==> src/hw/rtl/ats_pkg.sv <==
// shared types, constants and helpers for the affine transform stack
// no dependencies; imported by every module of the block
`default_nettype none

package ats_pkg;

   localparam int COEF_W          = 32;
   localparam int NUM_COEF        = 6;
   localparam int PROD_W          = 2 * COEF_W;
   localparam int STACK_DEPTH_DEF = 32;
   localparam int FRAC_BITS_DEF   = 16;
   localparam int DEPTH_OUT_W     = 6;
   localparam int STATUS_W        = 2;
   localparam int OPCODE_W        = 2;

   localparam int REQ_DATA_W = NUM_COEF * COEF_W;
   localparam int RSP_BITS   = NUM_COEF * COEF_W + DEPTH_OUT_W;
   localparam int RSP_DATA_W = ((RSP_BITS + 7) / 8) * 8;
   localparam int RSP_PAD_W  = RSP_DATA_W - RSP_BITS;

   typedef logic signed [COEF_W-1:0] coef_type;
   // element 0 is a, then b, c, d, e, f
   typedef coef_type [NUM_COEF-1:0] xform_type;

   typedef enum logic [OPCODE_W-1:0] {
      OP_CONCAT = 2'd0,
      OP_PUSH   = 2'd1,
      OP_POP    = 2'd2
   } opcode_type;

   typedef enum logic [STATUS_W-1:0] {
      STAT_OK    = 2'd0,
      STAT_FULL  = 2'd1,
      STAT_EMPTY = 2'd2,
      STAT_SAT   = 2'd3
   } status_type;

   typedef struct packed {
      logic push;
      logic pop;
      logic load;
   } cell_ctl_type;

   typedef struct packed {
      logic done;
      logic sat;
   } mac_stat_type;

   function automatic xform_type ident_xform(input int frac_bits);
      xform_type x;
      x = '0;
      x[0] = coef_type'(1) << frac_bits;
      x[3] = coef_type'(1) << frac_bits;
      return x;
   endfunction

endpackage

`default_nettype wire

==> src/hw/rtl/ats_cell.sv <==
// one stack cell: holds one transform, shifts with its neighbours
// depends on ats_pkg
`default_nettype none

module ats_cell #(
   parameter int FRAC_BITS = ats_pkg::FRAC_BITS_DEF
) (
   input  logic                 clock,
   input  logic                 reset,
   input  ats_pkg::cell_ctl_type ctl,
   input  ats_pkg::xform_type   above,
   input  ats_pkg::xform_type   below,
   input  ats_pkg::xform_type   load_val,
   output ats_pkg::xform_type   q
);
   import ats_pkg::*;

   xform_type q_ff, q_in;

   always_comb begin
      q_in = q_ff;
      if (ctl.load) begin
         q_in = load_val;
      end else if (ctl.push) begin
         q_in = above;
      end else if (ctl.pop) begin
         q_in = below;
      end
   end

   always_ff @(posedge clock) begin
      if (reset) begin
         q_ff <= ident_xform(FRAC_BITS);
      end else begin
         q_ff <= q_in;
      end
   end

   assign q = q_ff;

endmodule

`default_nettype wire

==> config.mk <==
export PLATFORM = sky130hd
export DESIGN_NAME = ats_cell
export DESIGN_NICKNAME = d
export VERILOG_FILES = /design/src/hw/rtl/ats_pkg.sv /design/src/hw/rtl/ats_cell.sv
export SDC_FILE = /design/constraint.sdc
export NUM_CORES = 1
export LEC_CHECK = 0
export ABC_AREA = 1
export BUFFER_PORTS_ARGS = -buffer_cell sky130_fd_sc_hd__buf_4
export CAP_MARGIN = 20
export CORE_AREA = 5 5 293 295
export CTS_BUF_LIST = sky130_fd_sc_hd__clkbuf_4 sky130_fd_sc_hd__clkbuf_8
export DETAILED_ROUTE_END_ITERATION = 6
export DIE_AREA = 0 0 298 300
export PLACE_DENSITY = 0.45
export SYNTH_ARGS = -nofsm -noshare
export SYNTH_HDL_FRONTEND = slang
export SYNTH_SLANG_ARGS = --single-unit
==> constraint.sdc <==
create_clock -name clock -period 1.1 [get_ports clock]
set_input_delay 0.055 -clock clock [delete_from_list [all_inputs] [get_ports clock]]
set_output_delay 0.055 -clock clock [all_outputs]
set_load 0.02 [all_outputs]
# After elaboration in Yosys (flattened, before gate mapping)
# Index checks and enable logic that the tools add are counted.
op_classes:
  muxes: 3
  n_reduce_logical: 1
ops:
  columns: ["op", "n"]
  rows:
  - ["192-bit 2-to-1 mux", 3]
  - ["3-bit nonzero test", 1]
totals:
  register_bits: 192
  inputBits: 581
  output_inout_bits: 192
  word_cells: 10

# Logic depth before layout (Yosys ltp)
depth:
  word_depth: 3
  mapped_depth: 7
  depth_no_buf: 5

# Worst setup path before layout
# No wires, ideal clock.
synth_timing:
  path_type: "input -> register"
  start: "input ctl[2] (netlist bit)"
  end: "register q_ff (netlist bit q[0])"
  setup_time_ns: 0.120
  arrival_ns: 0.765
  required_time_ns: 0.980
  slack_ns: 0.216
  path_stages: 6
  n_path_buf: 2
  path_cell_list: "inv_2 buf_2 clkbuf_1 nand3_1 nand2_1 a21oi_1"
synth_via:
  elab_chain_cells: 2
  elab_cells_between_ends: 3
  classes_between: "2 x mux; 1 x reduce/logical"
synth_rtl:
  columns: ["item", "line_no", "rtl"]
  rows:
  - ["from (decl)", "ats_cell.sv:10", "input ats_pkg::cell_ctl_type ctl,"]
  - ["192-bit 2-to-1 mux", "ats_cell.sv:24", "end else if (ctl.push) begin"]
  - ["192-bit 2-to-1 mux", "ats_cell.sv:22", "if (ctl.load) begin"]
  - ["to (signal assigned)", "ats_cell.sv:33", "q_ff <= ident_xform(FRAC_BITS);"]
  - ["to (signal assigned)", "ats_cell.sv:35", "q_ff <= q_in;"]
  - ["to (decl)", "ats_cell.sv:18", "xform_type q_ff, q_in;"]
# Parallel ways exist; a longest one is shown, timed or not.
# A chain may end at the register's enable or synchronous reset.

# Worst setup path in the final report
layout_timing:
  start: "register q_ff (netlist bit q[58])"
  end: "output q[58] (netlist bit)"
layout_rtl:
  columns: ["item", "line_no", "rtl"]
  rows:
  - ["to (decl)", "ats_cell.sv:14", "output ats_pkg::xform_type q"]
# No word-level cell between the ends.

==> run summary <==
final non-filler cell area -> 30100 um2
die height -> 300 um
CTS tree -> done
R2R Setup Slk -> 0.28 ns
switching portion of total power -> 36.5%
initial antenna violation count -> 11
PD cells -> 801 nW/um2
Psw -> 0.00880 W
RR Endpoint -> q[145]
Critical Path Start Type -> register
PortBufs -> 772
first-pass GRT wire length -> 122 mm
Worst VDD drop -> 0.772 mV
WP data arrival -> 1.11 ns
worst skew pair latency -> 0.59 ns
cell count of the worst hold path -> 5
Clock Path Buffers -> 2
IO Count -> 773
1st-iter DRT viols -> 996
WP depth -> 1
status -> finished, violations left
initial core utilization -> 17.4%
largest net degree at the start of global routing -> 58
Inserted Clock Buffers -> 17
final WL -> 82.1 mm
nets@finish -> 4655
row count -> 106
Cell variety after synth -> 13
Area after DPL -> 22300 um2
Post-Synthesis Cells -> 2684
worst min path class -> in2reg
via-per-instance ratio -> 4.08
combinational power share -> 42.6%
GRT Total Usage -> 17.3%
Via Count -> 21099
Residual DRC -> 0
DR WL/cell -> 15.8 um
Ys Warns -> 0
achievable frequency -> 0.858 GHz
DRT Pass-1 Iters -> 6
Critical Path End Type -> output port
Setup WS post-layout -> -0.0660 ns
GPL Wtd Cong -> 0.869
Mean Syn Cell Area -> 5.36 um2
final setup TNS -> -1.85 ns
final setup violation count -> 114
ratio of cells with drive above 1 in the final layout -> 29.6%
Crit Path Category -> reg2out
final core occ -> 36.3%
Antenna Violating Nets Remaining -> 0
Clk network pwr share -> 23.8%
failing checks -> negative setup slack
Data required, critical path -> 1.04 ns
Max stage delay on crit path -> 0.40 ns
R2R Path Start -> q[145]
CTS root buffer -> clkbuf_8
post-synthesis sequential area ratio -> 26.7%
Max Clock Skew -> 0 ns
Worst slew margin -> 77.1%
Fin. Hold Viols -> 0
Crit path max-delay family -> flip-flops
Worst Max-Slew Pin Slew -> 0.344 ns
cell-internal power -> 0.0153 W
Hold Crit Start -> ctl[1]
Die Wd -> 298 um
RSZ-0062 raised after global routing -> true
max reg flops -> 192
FF+latch count, synth -> 192
GRT overflow -> 0
Tmin final -> 1.17 ns
CP Max Fanout -> 2
Core Footprint -> 82900 um2
# Max-Cap Violations -> 0
Tcrit/Tclk final -> 106%
worst r2r path cells -> 5
Seq pwr share -> 33.6%
# H-tree levels -> 4
Syn Std Cell Area -> 14400 um2
vias in the first global route -> 21698
max-slew violations -> 0
HPWL after DPL -> 61.8 mm
WP buf/inv -> 1
Synth Net Count -> 3265
Die Footprint -> 89400 um2
CTS Sinks -> 192
Layout area overhead -> 109%
crit path max-delay cell type -> dfxtp_4
hold worst-path end -> q[26]
critical-path cell list -> buf_6
leakage -> 16.4 nW
clock-pin slew on the worst setup and hold paths -> 0.16 ns
through the flow:
step	cells	worst slack (ns)	total power, W	hold WS, ns
finish	5177	-0.0660	0.0241	0.0837
global route	5177	-0.162	0.0256	0.0442
CTS	5142	-0.170	0.0243	0.000302
detailed placement	4513	-0.0873	0.0158	0.386
global placement	4513	-0.0891	0.0159	0.379
floorplan	2684	0.216	0.0116	0.272
how the worst max path moves through the flow:
stage / from / endpoint / slack (ns)
after floorplan: ctl[2] / q[0] / 0.22
after global placement: ctl[2] / q[172] / -0.09
after detailed placement: ctl[2] / q[172] / -0.09
after CTS: q[58] / q[58] / -0.17
after global routing: q[183] / q[183] / -0.16
final: q[58] / q[58] / -0.07
cell families after synthesis:
logic type | count (synthesis) | share of synthesized area [%]
flops | 192 | 26.7
simple gates | 1158 | 33.6
compound gates | 380 | 13.2
buf+inv | 954 | 26.5
timing repair:
item	CTS	global route
setup endpoints to repair	192	216
pin swaps	0	2
gates cloned	0	3
setup buffers	9	22
resized for setup	393	15
endpoints found under the hold margin	192	18
hold buffers	588	19
synth_stat cells:
library cell	number	area, um2
nor2_2	1	6.26
buf_1	6	22.5
inv_1	763	2860
nand3_1	386	1930
inv_2	2	7.51
or2_2	2	12.5
clkbuf_1	59	221
a21oi_1	380	1900
dfxtp_1	192	3840
buf_6	10	113
buf_2	109	546
buf_4	5	37.5
nand2_1	769	2890
layout make-up:
type                       count  area, um2
multi-input combinational   1538       6770
sequential                   192       4100
timing repair buffer        1560      14500
tap                         1080       1350
fill                        8994      52800
clock inverter                15        223
antenna                       10       25.0
inverter                     765       2900
clock buffer                  17        234
metal layers:
| metal | share of wire (%) | global-route usage, % | up-vias |
|---|---|---|---|
| met5 | 0.016 | 0 | - |
| met4 | 3.8 | 6.97 | 2 |
| met3 | 6.1 | 4.24 | 127 |
| met2 | 49 | 30.1 | 650 |
| met1 | 41 | 20.4 | 9613 |
| li1 | - | - | 10707 |
cell usage in the layout (no fill, tap or decap), types with 17 or more instances in the layout:
master and n:
a21oi_1 375, buf_12 34, buf_4 736, buf_6 193, clkbuf_8 17, dfxtp_2 184, dlygate4sd3_1 588, inv_1 762
nand2_1 768, nand3_1 386
power by group through the flow:
stage / Sequential (W) / Combinational, W / Clock, W
final: 0.00810 / 0.0103 / 0.00574
after global routing: 0.00817 / 0.0111 / 0.00633
after CTS: 0.00810 / 0.0101 / 0.00612
after detailed placement: 0.00803 / 0.00780 / 0
after global placement: 0.00803 / 0.00783 / 0
after floorplan: 0.00867 / 0.00290 / 0
Power figures use the tool's default switching activity.
